### src/rtl/core/assert_macros.svh
// assertion macros shared by the core
`ifndef ASSERT_MACROS_SVH
`define ASSERT_MACROS_SVH

// same-cycle implication
`define CBI_ASSERT_IMP(label, clk, rstn, ante, cons, msg) \
    label: assert property (@(posedge clk) disable iff (!rstn) (ante) |-> (cons)) \
        else $error(msg);

// next-cycle implication
`define CBI_ASSERT_NEXT(label, clk, rstn, ante, cons, msg) \
    label: assert property (@(posedge clk) disable iff (!rstn) (ante) |=> (cons)) \
        else $error(msg);

`endif

### src/rtl/core/cbi_pkg.sv
package cbi_pkg;

    localparam int INDEX_W  = 5;
    localparam int SAMPLE_W = 32;

    typedef enum logic {
        OP_LOAD  = 1'b0,
        OP_QUERY = 1'b1
    } op_t;

    typedef struct packed {
        op_t                 op;
        logic [INDEX_W-1:0]  idx;
        logic [SAMPLE_W-1:0] data;
        logic                oor;
    } cmd_t;

    localparam int CMD_DEPTH = 4;
    localparam int CMD_PTR_W = 2;

    localparam int DIV_DVD_W = 64;
    localparam int DIV_DSR_W = 33;
    localparam int DIV_CNT_W = 7;

    typedef struct packed {
        logic                 start;
        logic [DIV_CNT_W-1:0] qbits;
        logic [DIV_DVD_W-1:0] dividend;
        logic [DIV_DSR_W-1:0] divisor;
    } div_req_t;

    typedef struct packed {
        logic                 busy;
        logic                 done;
        logic [DIV_DVD_W-1:0] quotient;
    } div_rsp_t;

    localparam longint Q30_ONE = 64'sd1073741824;
    localparam longint PI_Q30  = 64'sd3373259426;

    localparam int INNER_SHIFT = 25;
    localparam int END_SHIFT   = 24;

    localparam longint TAYLOR_DIV [12] = '{
        Q30_ONE * 2,   Q30_ONE * 12,  Q30_ONE * 30,  Q30_ONE * 56,
        Q30_ONE * 90,  Q30_ONE * 132, Q30_ONE * 182, Q30_ONE * 240,
        Q30_ONE * 306, Q30_ONE * 380, Q30_ONE * 462, Q30_ONE * 552
    };

endpackage

### src/rtl/core/chebyshev_barycentric_interpolator.sv
// channel   | handshake         | payload
// ----------+-------------------+---------------------------------------------------
// input     | s_valid / s_ready | s_mode, s_node_index, s_sample_value, s_query_point
// result    | m_valid / m_ready | m_interpolated_value, m_out_of_range, m_saturated
//
// load: written to the sample memory as the back end pops it, no result
// query: uses the one-bit-per-cycle divider, shared by the per-node reciprocals
//   and the final quotient
// node hit: the stored sample is returned with no divide; a four-deep request queue lets the input run ahead
// reset: synchronous, samples read as zero until loaded, no clearing pass
module chebyshev_barycentric_interpolator #(
    parameter int NODE_COUNT_MINUS_ONE = 16
) (
    input  logic                aclk,
    input  logic                aresetn,
    input  logic                s_valid,
    output logic                s_ready,
    input  logic                s_mode,
    input  logic [4:0]          s_node_index,
    input  logic signed [31:0]  s_sample_value,
    input  logic signed [31:0]  s_query_point,
    output logic                m_valid,
    input  logic                m_ready,
    output logic signed [31:0]  m_interpolated_value,
    output logic                m_out_of_range,
    output logic                m_saturated
);

    logic              push;
    cbi_pkg::cmd_t     push_data;
    logic              pop;
    cbi_pkg::cmd_t     pop_data;
    logic              full;
    logic              empty;
    cbi_pkg::div_req_t div_req;
    cbi_pkg::div_rsp_t div_rsp;

    cbi_front #(
        .NODE_COUNT_MINUS_ONE(NODE_COUNT_MINUS_ONE)
    ) u_front (
        .s_valid        (s_valid),
        .s_ready        (s_ready),
        .s_mode         (s_mode),
        .s_node_index   (s_node_index),
        .s_sample_value (s_sample_value),
        .s_query_point  (s_query_point),
        .fifo_full      (full),
        .push           (push),
        .push_data      (push_data)
    );

    cbi_fifo u_fifo (
        .aclk      (aclk),
        .aresetn   (aresetn),
        .push      (push),
        .push_data (push_data),
        .pop       (pop),
        .pop_data  (pop_data),
        .full      (full),
        .empty     (empty)
    );

    cbi_div u_div (
        .aclk    (aclk),
        .aresetn (aresetn),
        .req     (div_req),
        .rsp     (div_rsp)
    );

    cbi_back #(
        .NODE_COUNT_MINUS_ONE(NODE_COUNT_MINUS_ONE)
    ) u_back (
        .aclk                 (aclk),
        .aresetn              (aresetn),
        .cmd                  (pop_data),
        .cmd_empty            (empty),
        .cmd_pop              (pop),
        .div_req              (div_req),
        .div_rsp              (div_rsp),
        .m_valid              (m_valid),
        .m_ready              (m_ready),
        .m_interpolated_value (m_interpolated_value),
        .m_out_of_range       (m_out_of_range),
        .m_saturated          (m_saturated)
    );

endmodule

### src/rtl/core/cbi_front.sv
module cbi_front #(
    parameter int NODE_COUNT_MINUS_ONE = 16
) (
    input  logic                              s_valid,
    output logic                              s_ready,
    input  logic                              s_mode,
    input  logic [cbi_pkg::INDEX_W-1:0]       s_node_index,
    input  logic signed [cbi_pkg::SAMPLE_W-1:0] s_sample_value,
    input  logic signed [31:0]                s_query_point,
    input  logic                              fifo_full,
    output logic                              push,
    output cbi_pkg::cmd_t                     push_data
);

    logic is_query;
    logic idx_ok;

    assign is_query = (cbi_pkg::op_t'(s_mode) == cbi_pkg::OP_QUERY);
    assign idx_ok   = (32'(s_node_index) <= 32'(NODE_COUNT_MINUS_ONE));
    assign s_ready  = !fifo_full;

    // loads past the last node are dropped here
    assign push = s_valid && s_ready && (is_query || idx_ok);

    always_comb begin
        push_data.op   = cbi_pkg::op_t'(s_mode);
        push_data.idx  = s_node_index;
        push_data.data = is_query ? s_query_point : s_sample_value;
        push_data.oor  = is_query &&
                         ((s_query_point > 32'sd1073741824) ||
                          (s_query_point < -32'sd1073741824));
    end

endmodule

### src/rtl/core/cbi_fifo.sv
`include "assert_macros.svh"

module cbi_fifo (
    input  logic          aclk,
    input  logic          aresetn,
    input  logic          push,
    input  cbi_pkg::cmd_t push_data,
    input  logic          pop,
    output cbi_pkg::cmd_t pop_data,
    output logic          full,
    output logic          empty
);

    cbi_pkg::cmd_t                  mem [cbi_pkg::CMD_DEPTH];
    logic [cbi_pkg::CMD_PTR_W-1:0]  wr_ptr_reg;
    logic [cbi_pkg::CMD_PTR_W-1:0]  rd_ptr_reg;
    logic [cbi_pkg::CMD_PTR_W:0]    count_reg;

    assign full     = (count_reg == (cbi_pkg::CMD_PTR_W+1)'(cbi_pkg::CMD_DEPTH));
    assign empty    = (count_reg == '0);
    assign pop_data = mem[rd_ptr_reg];

    always_ff @(posedge aclk) begin
        if (push) begin
            mem[wr_ptr_reg] <= push_data;
        end
    end

    always_ff @(posedge aclk) begin
        if (!aresetn) begin
            wr_ptr_reg <= '0;
            rd_ptr_reg <= '0;
            count_reg  <= '0;
        end else begin
            if (push) begin
                wr_ptr_reg <= wr_ptr_reg + 1'b1;
            end
            if (pop) begin
                rd_ptr_reg <= rd_ptr_reg + 1'b1;
            end
            if (push && !pop) begin
                count_reg <= count_reg + 1'b1;
            end else if (pop && !push) begin
                count_reg <= count_reg - 1'b1;
            end
        end
    end

    `CBI_ASSERT_IMP(a_no_overflow, aclk, aresetn, push, !full || pop, "queue overflow")
    `CBI_ASSERT_NEXT(a_count_up, aclk, aresetn, push && !pop,
        count_reg == $past(count_reg) + 1'b1, "queue count lost a request")

endmodule

### src/rtl/core/cbi_div.sv
module cbi_div (
    input  logic              aclk,
    input  logic              aresetn,
    input  cbi_pkg::div_req_t req,
    output cbi_pkg::div_rsp_t rsp
);

    localparam logic [cbi_pkg::DIV_CNT_W-1:0] CNT_FULL =
        cbi_pkg::DIV_CNT_W'(cbi_pkg::DIV_DVD_W);

    logic                             busy_reg;
    logic                             done_reg;
    logic [cbi_pkg::DIV_CNT_W-1:0]    cnt_reg;
    logic [cbi_pkg::DIV_DSR_W-1:0]    rem_reg;
    logic [cbi_pkg::DIV_DSR_W-1:0]    dsr_reg;
    logic [cbi_pkg::DIV_DVD_W-1:0]    sh_reg;
    logic [cbi_pkg::DIV_DVD_W-1:0]    quo_reg;
    logic [cbi_pkg::DIV_DSR_W:0]      rem_next;
    logic [cbi_pkg::DIV_DSR_W:0]      diff;
    logic                             ge;

    always_comb begin
        rem_next = {rem_reg, sh_reg[cbi_pkg::DIV_DVD_W-1]};
        diff     = rem_next - {1'b0, dsr_reg};
        ge       = (rem_next >= {1'b0, dsr_reg});
    end

    assign rsp.busy     = busy_reg;
    assign rsp.done     = done_reg;
    assign rsp.quotient = quo_reg;

    always_ff @(posedge aclk) begin
        if (!aresetn) begin
            busy_reg <= 1'b0;
            done_reg <= 1'b0;
            cnt_reg  <= '0;
        end else begin
            done_reg <= 1'b0;
            if (req.start) begin
                // leading part of the dividend is known to sit below the divisor
                busy_reg <= 1'b1;
                cnt_reg  <= req.qbits;
                rem_reg  <= cbi_pkg::DIV_DSR_W'(req.dividend >> req.qbits);
                sh_reg   <= req.dividend << (CNT_FULL - req.qbits);
                dsr_reg  <= req.divisor;
                quo_reg  <= '0;
            end else if (busy_reg) begin
                rem_reg  <= ge ? diff[cbi_pkg::DIV_DSR_W-1:0]
                               : rem_next[cbi_pkg::DIV_DSR_W-1:0];
                sh_reg   <= {sh_reg[cbi_pkg::DIV_DVD_W-2:0], 1'b0};
                quo_reg  <= {quo_reg[cbi_pkg::DIV_DVD_W-2:0], ge};
                cnt_reg  <= cnt_reg - 1'b1;
                if (cnt_reg == cbi_pkg::DIV_CNT_W'(1)) begin
                    busy_reg <= 1'b0;
                    done_reg <= 1'b1;
                end
            end
        end
    end

endmodule

### src/rtl/core/cbi_back.sv
`include "assert_macros.svh"

module cbi_back #(
    parameter int NODE_COUNT_MINUS_ONE = 16
) (
    input  logic                 aclk,
    input  logic                 aresetn,
    input  cbi_pkg::cmd_t        cmd,
    input  logic                 cmd_empty,
    output logic                 cmd_pop,
    output cbi_pkg::div_req_t    div_req,
    input  cbi_pkg::div_rsp_t    div_rsp,
    output logic                 m_valid,
    input  logic                 m_ready,
    output logic signed [31:0]   m_interpolated_value,
    output logic                 m_out_of_range,
    output logic                 m_saturated
);

    localparam int NODE_TOTAL = NODE_COUNT_MINUS_ONE + 1;
    localparam int IDX_W      = $clog2(NODE_TOTAL);
    localparam logic [IDX_W-1:0] LAST_IDX = IDX_W'(NODE_COUNT_MINUS_ONE);

    typedef logic signed [31:0] node_arr_t [NODE_TOTAL];

    function automatic node_arr_t build_nodes();
        node_arr_t tab;
        longint    x;
        longint    x2;
        longint    term;
        longint    sum;
        longint    jc;
        for (int j = 0; j < NODE_TOTAL; j++) begin
            jc = (2 * j < NODE_COUNT_MINUS_ONE) ? longint'(j)
                                                : longint'(NODE_COUNT_MINUS_ONE - j);
            x    = cbi_pkg::PI_Q30 * jc / NODE_COUNT_MINUS_ONE;
            x2   = x * x / cbi_pkg::Q30_ONE;
            term = cbi_pkg::Q30_ONE;
            sum  = cbi_pkg::Q30_ONE;
            for (int k = 0; k < 12; k++) begin
                term = -(term * x2) / cbi_pkg::TAYLOR_DIV[k];
                sum  = sum + term;
            end
            if (2 * j == NODE_COUNT_MINUS_ONE) begin
                tab[j] = '0;
            end else if (2 * j < NODE_COUNT_MINUS_ONE) begin
                tab[j] = 32'(sum);
            end else begin
                tab[j] = 32'(-sum);
            end
        end
        return tab;
    endfunction

    localparam node_arr_t NODE_TAB = build_nodes();

    typedef enum logic [3:0] {
        ST_IDLE,
        ST_SCAN,
        ST_HIT,
        ST_HIT_OUT,
        ST_RSTART,
        ST_RWAIT,
        ST_MUL,
        ST_ACC,
        ST_FSTART,
        ST_FWAIT,
        ST_DONE
    } state_t;

    state_t                 state_reg;
    logic [IDX_W-1:0]       j_reg;
    logic signed [31:0]     t_reg;
    logic                   oor_reg;
    logic [31:0]            m_reg;
    logic                   hit_reg;
    logic [IDX_W-1:0]       hit_idx_reg;
    logic signed [26:0]     r_reg;
    logic signed [58:0]     prod_reg;
    logic signed [63:0]     num_reg;
    logic signed [33:0]     den_reg;
    logic signed [31:0]     res_val_reg;
    logic                   res_sat_reg;
    logic                   m_valid_reg;
    logic signed [31:0]     m_value_reg;
    logic                   m_oor_reg;
    logic                   m_sat_reg;

    logic signed [31:0]     sample_mem [NODE_TOTAL];
    logic [NODE_TOTAL-1:0]  sample_vld_reg;
    logic signed [31:0]     rdata_reg;
    logic [IDX_W-1:0]       rd_addr;
    logic                   wr_en;
    logic [IDX_W-1:0]       wr_addr;

    logic signed [31:0]     node_j;
    logic signed [32:0]     d_cur;
    logic [31:0]            a_cur;
    logic                   end_node;
    logic [63:0]            num_abs;
    logic [32:0]            den_abs;
    logic [25:0]            rq;
    logic                   r_neg;
    logic signed [26:0]     r_val;
    logic [63:0]            fq;
    logic                   f_neg;
    logic signed [31:0]     f_val;
    logic                   f_sat;

    always_comb begin
        node_j   = NODE_TAB[j_reg];
        d_cur    = 33'(t_reg) - 33'(node_j);
        a_cur    = d_cur[32] ? 32'(-d_cur) : d_cur[31:0];
        end_node = (j_reg == '0) || (j_reg == LAST_IDX);
        num_abs  = num_reg[63] ? 64'(-num_reg) : 64'(num_reg);
        den_abs  = den_reg[33] ? 33'(-den_reg) : den_reg[32:0];
        rq       = div_rsp.quotient[25:0];
        r_neg    = d_cur[32] ^ j_reg[0];
        r_val    = r_neg ? -$signed({1'b0, rq}) : $signed({1'b0, rq});
        fq       = div_rsp.quotient;
        f_neg    = num_reg[63] ^ den_reg[33];
        if (!f_neg && (fq > 64'd2147483647)) begin
            f_val = 32'sh7fffffff;
            f_sat = 1'b1;
        end else if (f_neg && (fq > 64'd2147483648)) begin
            f_val = 32'sh80000000;
            f_sat = 1'b1;
        end else begin
            f_val = f_neg ? 32'(-fq) : fq[31:0];
            f_sat = 1'b0;
        end
    end

    always_comb begin
        div_req.start    = 1'b0;
        div_req.qbits    = cbi_pkg::DIV_CNT_W'(cbi_pkg::INNER_SHIFT + 1);
        div_req.dividend = 64'(m_reg) << cbi_pkg::INNER_SHIFT;
        div_req.divisor  = 33'(a_cur);
        case (state_reg)
            ST_RSTART: begin
                div_req.start = 1'b1;
                if (end_node) begin
                    div_req.qbits    = cbi_pkg::DIV_CNT_W'(cbi_pkg::END_SHIFT + 1);
                    div_req.dividend = 64'(m_reg) << cbi_pkg::END_SHIFT;
                end
            end
            ST_FSTART: begin
                div_req.start    = (den_reg != '0);
                div_req.qbits    = cbi_pkg::DIV_CNT_W'(cbi_pkg::DIV_DVD_W);
                div_req.dividend = num_abs;
                div_req.divisor  = den_abs;
            end
            default: begin
            end
        endcase
    end

    assign cmd_pop = (state_reg == ST_IDLE) && !cmd_empty;
    assign wr_en   = cmd_pop && (cmd.op == cbi_pkg::OP_LOAD);
    assign wr_addr = IDX_W'(cmd.idx);
    assign rd_addr = (state_reg == ST_HIT) ? hit_idx_reg : j_reg;

    always_ff @(posedge aclk) begin
        if (wr_en) begin
            sample_mem[wr_addr] <= cmd.data;
        end
        rdata_reg <= sample_vld_reg[rd_addr] ? sample_mem[rd_addr] : '0;
    end

    always_ff @(posedge aclk) begin
        if (!aresetn) begin
            sample_vld_reg <= '0;
        end else if (wr_en) begin
            sample_vld_reg[wr_addr] <= 1'b1;
        end
    end

    always_ff @(posedge aclk) begin
        if (!aresetn) begin
            state_reg   <= ST_IDLE;
            m_valid_reg <= 1'b0;
        end else begin
            if (m_valid_reg && m_ready && (state_reg != ST_DONE)) begin
                m_valid_reg <= 1'b0;
            end
            case (state_reg)
                ST_IDLE: begin
                    if (cmd_pop && (cmd.op == cbi_pkg::OP_QUERY)) begin
                        t_reg     <= cmd.data;
                        oor_reg   <= cmd.oor;
                        j_reg     <= '0;
                        hit_reg   <= 1'b0;
                        state_reg <= ST_SCAN;
                    end
                end
                ST_SCAN: begin
                    if ((j_reg == '0) || (a_cur < m_reg)) begin
                        m_reg <= a_cur;
                    end
                    if ((d_cur == '0) && !hit_reg) begin
                        hit_reg     <= 1'b1;
                        hit_idx_reg <= j_reg;
                    end
                    if (j_reg == LAST_IDX) begin
                        if (hit_reg || (d_cur == '0)) begin
                            state_reg <= ST_HIT;
                        end else begin
                            j_reg     <= '0;
                            num_reg   <= '0;
                            den_reg   <= '0;
                            state_reg <= ST_RSTART;
                        end
                    end else begin
                        j_reg <= j_reg + 1'b1;
                    end
                end
                ST_HIT: begin
                    state_reg <= ST_HIT_OUT;
                end
                ST_HIT_OUT: begin
                    res_val_reg <= rdata_reg;
                    res_sat_reg <= 1'b0;
                    state_reg   <= ST_DONE;
                end
                ST_RSTART: begin
                    state_reg <= ST_RWAIT;
                end
                ST_RWAIT: begin
                    if (div_rsp.done) begin
                        r_reg     <= r_val;
                        state_reg <= ST_MUL;
                    end
                end
                ST_MUL: begin
                    prod_reg  <= 59'(r_reg) * 59'(rdata_reg);
                    state_reg <= ST_ACC;
                end
                ST_ACC: begin
                    num_reg <= num_reg + 64'(prod_reg);
                    den_reg <= den_reg + 34'(r_reg);
                    if (j_reg == LAST_IDX) begin
                        state_reg <= ST_FSTART;
                    end else begin
                        j_reg     <= j_reg + 1'b1;
                        state_reg <= ST_RSTART;
                    end
                end
                ST_FSTART: begin
                    if (den_reg == '0) begin
                        res_val_reg <= '0;
                        res_sat_reg <= 1'b0;
                        state_reg   <= ST_DONE;
                    end else begin
                        state_reg <= ST_FWAIT;
                    end
                end
                ST_FWAIT: begin
                    if (div_rsp.done) begin
                        res_val_reg <= f_val;
                        res_sat_reg <= f_sat;
                        state_reg   <= ST_DONE;
                    end
                end
                ST_DONE: begin
                    if (!m_valid_reg || m_ready) begin
                        m_valid_reg <= 1'b1;
                        m_value_reg <= res_val_reg;
                        m_oor_reg   <= oor_reg;
                        m_sat_reg   <= res_sat_reg;
                        state_reg   <= ST_IDLE;
                    end
                end
                default: begin
                    state_reg <= ST_IDLE;
                end
            endcase
        end
    end

    assign m_valid              = m_valid_reg;
    assign m_interpolated_value = m_value_reg;
    assign m_out_of_range       = m_oor_reg;
    assign m_saturated          = m_sat_reg;

    `CBI_ASSERT_IMP(a_div_free, aclk, aresetn, div_req.start, !div_rsp.busy,
        "divider started while busy")
    `CBI_ASSERT_IMP(a_sat_extreme, aclk, aresetn, m_valid_reg && m_sat_reg,
        (m_value_reg == 32'sh7fffffff) || (m_value_reg == 32'sh80000000),
        "saturated result not at a limit")
    `CBI_ASSERT_IMP(a_result_from_done, aclk, aresetn, $rose(m_valid_reg),
        $past(state_reg) == ST_DONE, "result raised outside the finish step")

endmodule

### config.mk
export PLATFORM = sky130hd
export DESIGN_NAME = chebyshev_barycentric_interpolator
export DESIGN_NICKNAME = d
export VERILOG_FILES = /design/src/rtl/core/cbi_pkg.sv /design/src/rtl/core/chebyshev_barycentric_interpolator.sv /design/src/rtl/core/cbi_front.sv /design/src/rtl/core/cbi_fifo.sv /design/src/rtl/core/cbi_div.sv /design/src/rtl/core/cbi_back.sv
export VERILOG_INCLUDE_DIRS = /design/src /design/src/rtl/core
export SDC_FILE = /design/constraint.sdc
export NUM_CORES = 2
export LEC_CHECK = 0
export ABC_AREA = 1
export BUFFER_PORTS_ARGS = -buffer_cell sky130_fd_sc_hd__buf_4
export CORE_ASPECT_RATIO = 0.5
export CORE_UTILIZATION = 55
export DETAILED_ROUTE_END_ITERATION = 10
export GPL_TIMING_DRIVEN = 1
export HOLD_SLACK_MARGIN = 0.12
export PLACE_DENSITY = 0.71
export SLEW_MARGIN = 20
export SYNTH_ARGS = -nofsm -noshare
export SYNTH_HDL_FRONTEND = slang
export SYNTH_SLANG_ARGS = --single-unit
### constraint.sdc
create_clock -name aclk -period 11.3 [get_ports aclk]
set_input_delay 0.565 -clock aclk [delete_from_list [all_inputs] [get_ports aclk]]
set_output_delay 0.565 -clock aclk [all_outputs]
set_load 0.02 [all_outputs]
Yosys cells after proc, flatten, opt, wreduce, memory -nomap -nowiden
Memory sizes are Yosys's and may differ from the RTL's. A register that Yosys moved wholly into a read port is not among the register bits. Index checks and enable logic that the tools add are counted.

Register bits after elaboration: 559. Input bits: 74. Memories: 3. Bits in writable memories: 700. Bits in read-only memories: 1024. Output and inout bits: 36.

Memories: (name not given) (words 32, bits a word 32, read ports 1, clocked after memory_dff 0, wr ports 0, RTL line cbi_back.sv:111) `node_j = NODE_TAB[j_reg];`; u_back.sample_mem (words 17, bits a word 32, read ports 1, clocked after memory_dff 1, wr ports 1, RTL line cbi_back.sv:89) `logic signed [31:0] sample_mem [NODE_TOTAL];`; u_fifo.mem (words 4, bits a word 39, read ports 1, clocked after memory_dff 1, wr ports 1, RTL line cbi_fifo.sv:14) `cbi_pkg::cmd_t mem [cbi_pkg::CMD_DEPTH];`.

Order comparisons: 11. Mux-type cells: 72. Multiply operators: 1. $add $sub $neg: 16. Bitwise operators: 7. Equal/unequal tests: 24. Shifts and indexed selects: 2. Reduce and logical (&&, ||, !) cells: 54.

Operator list (number): $mux W64 (6); $mux W32 (10); $pmux W72 S2 (1); $mux W33 (4); $pmux W64 S2 (1); $pmux W32 S3 (1); $mux W34 (2); $pmux W34 S2 (1); $mux W66 (1); $add A64 B59 Y64 (1); $gt A64 B31 Y1 const B (1); $gt A64 B32 Y1 const B (1); $neg A32 Y32 (2); $neg A64 Y64 (1); $shl A64 B7 Y64 (1); $shr A64 B7 Y33 (1); $mul A27 B32 Y59 (1); $pmux W4 S11 (1); $add A34 B27 Y34 (1); $ge A34 B33 Y1 (1); $logic_not A34 Y1 (1); $reduce_bool A34 Y1 (1); $logic_not A33 Y1 (1); $neg A33 Y33 (1); 56 further kinds (144).

Longest topological paths before layout
Word-level depth: 10. Mapped depth: 36.

Hierarchy
Synthesis repeated with hierarchy kept, for this count alone.

Cells, all modules: 12632. Area total of the unflattened synthesis: 105255.9 um2.

Modules (own cells, without submodules): cbi_back (area an instance 80303.3 um2, seq. area each 27236.1 um2, times used 1, cells an instance 9177); cbi_div (area an instance 18123.6 um2, seq. area each 6005.8 um2, times used 1, cells an instance 2872); cbi_fifo (area an instance 6229.7 um2, seq. area each 4864.7 um2, times used 1, cells an instance 436); cbi_front (area an instance 599.3 um2, seq. area each 0.0 um2, times used 1, cells an instance 147).

Least setup slack after synthesis
OpenSTA, ideal clock, no wires.

Path type: flip-flop to flip-flop. Start: register u_back.state_reg[1]. End: register u_div.busy_reg. Cell stages (with the launch flop): 12. Setup time: 0.085 ns. Slack: 2.359 ns. Clock period less this slack: 8.941 ns. Data arrival time: 8.856 ns. Path through: dfxtp_1 -> buf_2 -> nor2_1 -> inv_1 -> nor2_1 -> clkbuf_1 -> nand2_1 -> nand2_1 -> nor2_1 -> nor2_1 -> o21ai_0 -> inv_1.

Cells in the longest elaborated chain, start to end: 3.

Ends and longest elaborated chain: start: declaration (RTL line cbi_back.sv:71) `state_t state_reg;`; start signal: assignment (RTL line cbi_back.sv:180) `state_reg <= ST_IDLE;`; start signal: assignment (RTL line cbi_back.sv:193) `state_reg <= ST_SCAN;`; start signal: assignment (RTL line cbi_back.sv:206) `state_reg <= ST_HIT;`; $eq A4 B4 Y1 / $eq A4 B3 Y1 (equally long branches) (RTL line cbi_back.sv:139) `case (state_reg)`; $pmux W72 S2 * (RTL line cbi_back.sv:139); $mux W1 * (RTL line cbi_div.sv:39) `if (req.start) begin`; end signal: assignment (RTL line cbi_div.sv:34) `busy_reg <= 1'b0;`; end signal: assignment (RTL line cbi_div.sv:41) `busy_reg <= 1'b1;`; end signal: assignment (RTL line cbi_div.sv:54) `busy_reg <= 1'b0;`; end: declaration (RTL line cbi_div.sv:11) `logic busy_reg;`.

Every way passes the cells marked *; elsewhere a longest branch is shown, timed or not. A chain may end at the register's enable or synchronous reset.

Final worst setup path
Start: register u_back.r_reg[14]. End: register u_back.prod_reg[53] (data pin).

Cells in the longest elaborated chain, start to end: 1.

Ends and longest elaborated chain: start: declaration (RTL line cbi_back.sv:78) `logic signed [26:0] r_reg;`; start signal: assignment (RTL line cbi_back.sv:230) `r_reg <= r_val;`; $mul A27 B32 Y59 (RTL line cbi_back.sv:235) `prod_reg <= 59'(r_reg) * 59'(rdata_reg);`; end signal: assignment (RTL line cbi_back.sv:235); end: declaration (RTL line cbi_back.sv:79) `logic signed [58:0] prod_reg;`.

No other way between the ends.

==> flow_metrics.py <==
metrics = {
    "route": {
        "remaining_drc_errors": 0,
        "drt_iter0_drc": 9778,
        "firstDrtPassIters": 6,
        "routed_via_density": 5.78,
        "totalWireLength_um": 297000,
        "antenna_left": 0,
        "num_vias": 77100,
        "wl_per_cell_um": 22.3,
    },
    "floorplanning": {
        "die_h_um": 300,
        "initial_core_util_pct": 55.8,
        "rows": 108,
        "ios": 110,
        "die_w_um": 598,
        "core_area_um2": 175000,
        "dieArea_um2": 179000,
    },
    "timing": {
        "maxSlewHeadroom_pct": 18.3,
        "min_period_ns": 8.00,
        "slew_violations": 0,
        "skew_ns": 0.0956,
        "maxClockFrequency_ghz": 0.125,
        "max_slew.worst_pin.slew_ns": 1.23,
        "setup_viol_count_final": 0,
        "finalHoldViolCount": 0,
        "finalCritPeriodShare_pct": 70.8,
        "rsz0062_at_grt": "no",
        "fin_tns_setup_ns": 0,
    },
    "placed_design": {
        "placed_area_um2": 101000,
        "portBuffers": 109,
        "dp_hpwl_um": 212000,
        "gp_congestion": 0.984,
        "dp.cells": 13100,
    },
    "clock_tree": {
        "clock_path_buffers": 3,
        "cts_made_buffers": 112,
        "cts_tree": "yes",
        "clock_latency_ns": 0.78,
        "clk_pin_slew_ns": 0.07,
        "clock_sinks": 1293,
        "cts-htree-levels": 3,
        "root_buffer": "clkbuf_16",
        "post_cts_buffers": 0,
    },
    "finish": {
        "area_growth_pct": 7.97,
        "largest_register_ffs": 544,
        "finalInstanceArea_um2": 105000,
        "top_register": "u_back.sample_mem",
        "drive_above_1_share_pct": 5.19,
        "fin_nets": 12200,
        "instances_no_fill": 13300,
        "n_fill_cell": 15200,
        "reg_top3": "u_back.sample_mem x544, u_fifo.mem x156",
    },
    "synthesis": {
        "ys.flop_type": "edfxtp_1",
        "syn-cell-area_um2": 97600,
        "ys_seq_area_share_pct": 39.0,
        "synth_top_family_by_area": "adder cells",
        "async_flop_share_pct": 0,
        "synth.mux.area_fraction_pct": 0.0205,
        "synth_cells": 10900,
        "syn-num-nets": 12300,
        "synth_adder_area_share_pct": 23.1,
        "ys_ff_latch": 1293,
        "synth-edff-count": 1221,
        "ys_warn_count": 0,
        "yosysUniqueCellTypes": 69,
        "synth_compound_area_share_pct": 10.3,
        "yosys.area_share.xor_xnor_pct": 1.76,
        "syn_avg_cell_area_um2": 8.95,
        "synth-simple-area-share_pct": 15.8,
    },
    "critical_path": {
        "crit_arrival_ns": 8.43,
        "reg2reg_from": "u_back.r_reg[14]$_DFFE_PP_",
        "cp-end-kind": "register",
        "ff2ff_path_depth": 26,
        "crit_end": "u_back.prod_reg[53]$_DFFE_PP_",
        "crit_path_start_kind": "register",
        "rr_endpoint": "u_back.prod_reg[53]$_DFFE_PP_",
        "cp.required_ns": 11.74,
        "cp-startpoint": "u_back.r_reg[14]$_DFFE_PP_",
        "crit_type": "reg -> reg",
        "reg2reg_slack_ns": 3.30,
        "worst-path-max-fanout": 17,
    },
    "grt": {
        "grt_usage_pct": 33.3,
        "grt_max_degree": 127,
        "antenna_found_initial": 8,
        "first_global_vias": 75000,
        "grt_pass1_wl_um": 452000,
        "grt-ovfl-total": 0,
    },
    "worst_hold_path": {
        "hold_class": "in -> reg",
    },
    "run": {
        "cap_violations": 0,
    },
    "status": {
        "status": "completed",
    },
}
logic make-up (layout without fill, tap and decap cells):
logic type	after synthesis	in the layout
multiplexers	2	2
AND/OR/NAND/NOR	3824	3824
flip-flops	1293	1293
adder cells (fa/ha/maj)	1271	1271
AO/OA/AOI/OAI	1772	1772
buffers and inverters	2556	2603
other	0	1
XOR/XNOR	195	195
how the worst min path moves through the flow:
stage	start	to	depth (start not counted)
detailed placement	u_back.res_val_reg[25]$_DFFE_PP_	u_back.m_interpolated_value[25]$_DFFE_PP_	0
CTS	s_sample_value[22]	u_fifo.mem[0][23]$_DFFE_PP_	3
finish	s_mode	u_fifo.mem[3][38]$_DFFE_PP_	1
global placement	u_back.res_val_reg[15]$_DFFE_PP_	u_back.m_interpolated_value[15]$_DFFE_PP_	0
floorplan	u_back.res_val_reg[0]$_DFFE_PP_	u_back.m_interpolated_value[0]$_DFFE_PP_	0
global route	s_mode	u_fifo.mem[2][38]$_DFFE_PP_	1
critical path, stage by stage (launching register included):
cell and delay (ns):
edfxtp_1 0.93, buf_4 0.44, nand2_1 0.15, fa_1 0.53
fa_1 0.50, inv_1 0.06, fa_1 0.50, inv_1 0.05
fa_1 0.47, inv_1 0.05, fa_1 0.50, fa_1 0.56
inv_1 0.06, fa_1 0.53, inv_1 0.04, ha_1 0.34
nand2_1 0.12, nor2_1 0.16, nand2_1 0.08, inv_1 0.08
nand4_1 0.10, nand3_1 0.24, a21oi_1 0.15, o21ai_0 0.42
a21boi_0 0.26, o21ai_0 0.25, xor2_1 0.10
metrics by stage:
step                      setup WS, ns  hold WS, ns  util (%)
after floorplan                   2.36        0.400         -
after global placement            3.36        0.403      57.9
after detailed placement          3.36        0.405      57.9
after CTS                         3.32        0.121      60.3
after global routing              2.91        0.140      60.3
final                             3.30        0.162      60.3
synth_stat cells, types with 65 or more instances:
cell	count	area, um2
nand2_1	2138	8030
inv_1	2106	7910
edfxtp_1	1221	36700
nor2_1	1105	4150
fa_1	891	17800
o21ai_0	798	3990
a21oi_1	463	2320
ha_1	380	4750
clkbuf_1	321	1200
nand3_1	263	1320
nand4_1	126	788
xor2_1	125	1090
o22ai_1	113	707
nor3_1	82	410
dfxtp_1	72	1440
xnor2_1	69	604
o211ai_1	65	488
o221ai_1	65	569
per-layer routing:
layer  vias to the layer above  track usage [%]  routed length, um
met5                         -                0                 59
met4                        10             12.2              12300
met3                       611             6.65              31800
met2                      3922             50.6             128000
met1                     37600             47.6             124000
li1                      35000                -                  -
placed cells by master (no fill, tap or decap), types with 21 or more instances in the layout:
cell type,n
buf_4,263
nor4_1,30
xor2_1,125
nor2_1,1075
clkbuf_16,114
o221ai_1,65
o22ai_1,96
inv_1,2101
xnor2_1,69
nand3_1,263
a31oi_1,51
nand4_1,126
o21ai_0,796
nor3_1,78
edfxtp_1,1221
fa_1,891
a21boi_0,26
o21ai_1,32
clkinv_1,21
ha_1,380
nand2_1,2136
o211ai_1,65
a21oi_1,461
o21a_1,38
nor2_4,29
dfxtp_1,71
cell type report:
cell class / count / area [um2] / share of cell area [%]
Antenna cell: 1 / 2.50 / 0.00237
Clock buffer: 132 / 2950 / 2.80
Clock inverter: 81 / 1100 / 1.04
Inverter: 2117 / 7960 / 7.55
Multi-Input combinational cell: 7064 / 50300 / 47.7
Sequential cell: 1293 / 38100 / 36.1
Tap cell: 2365 / 2960 / 2.81
Timing Repair Buffer: 273 / 2080 / 1.98
what timing repair did:
action	CTS	global route
endpoints found under the hold margin	30	0
gates resized for setup	0	0
endpoints found under the setup margin	0	0
hold buffers	9	0
Power is not shown: default switching activity piles up to over one toggle a cycle in this logic, so the estimate is an artifact.
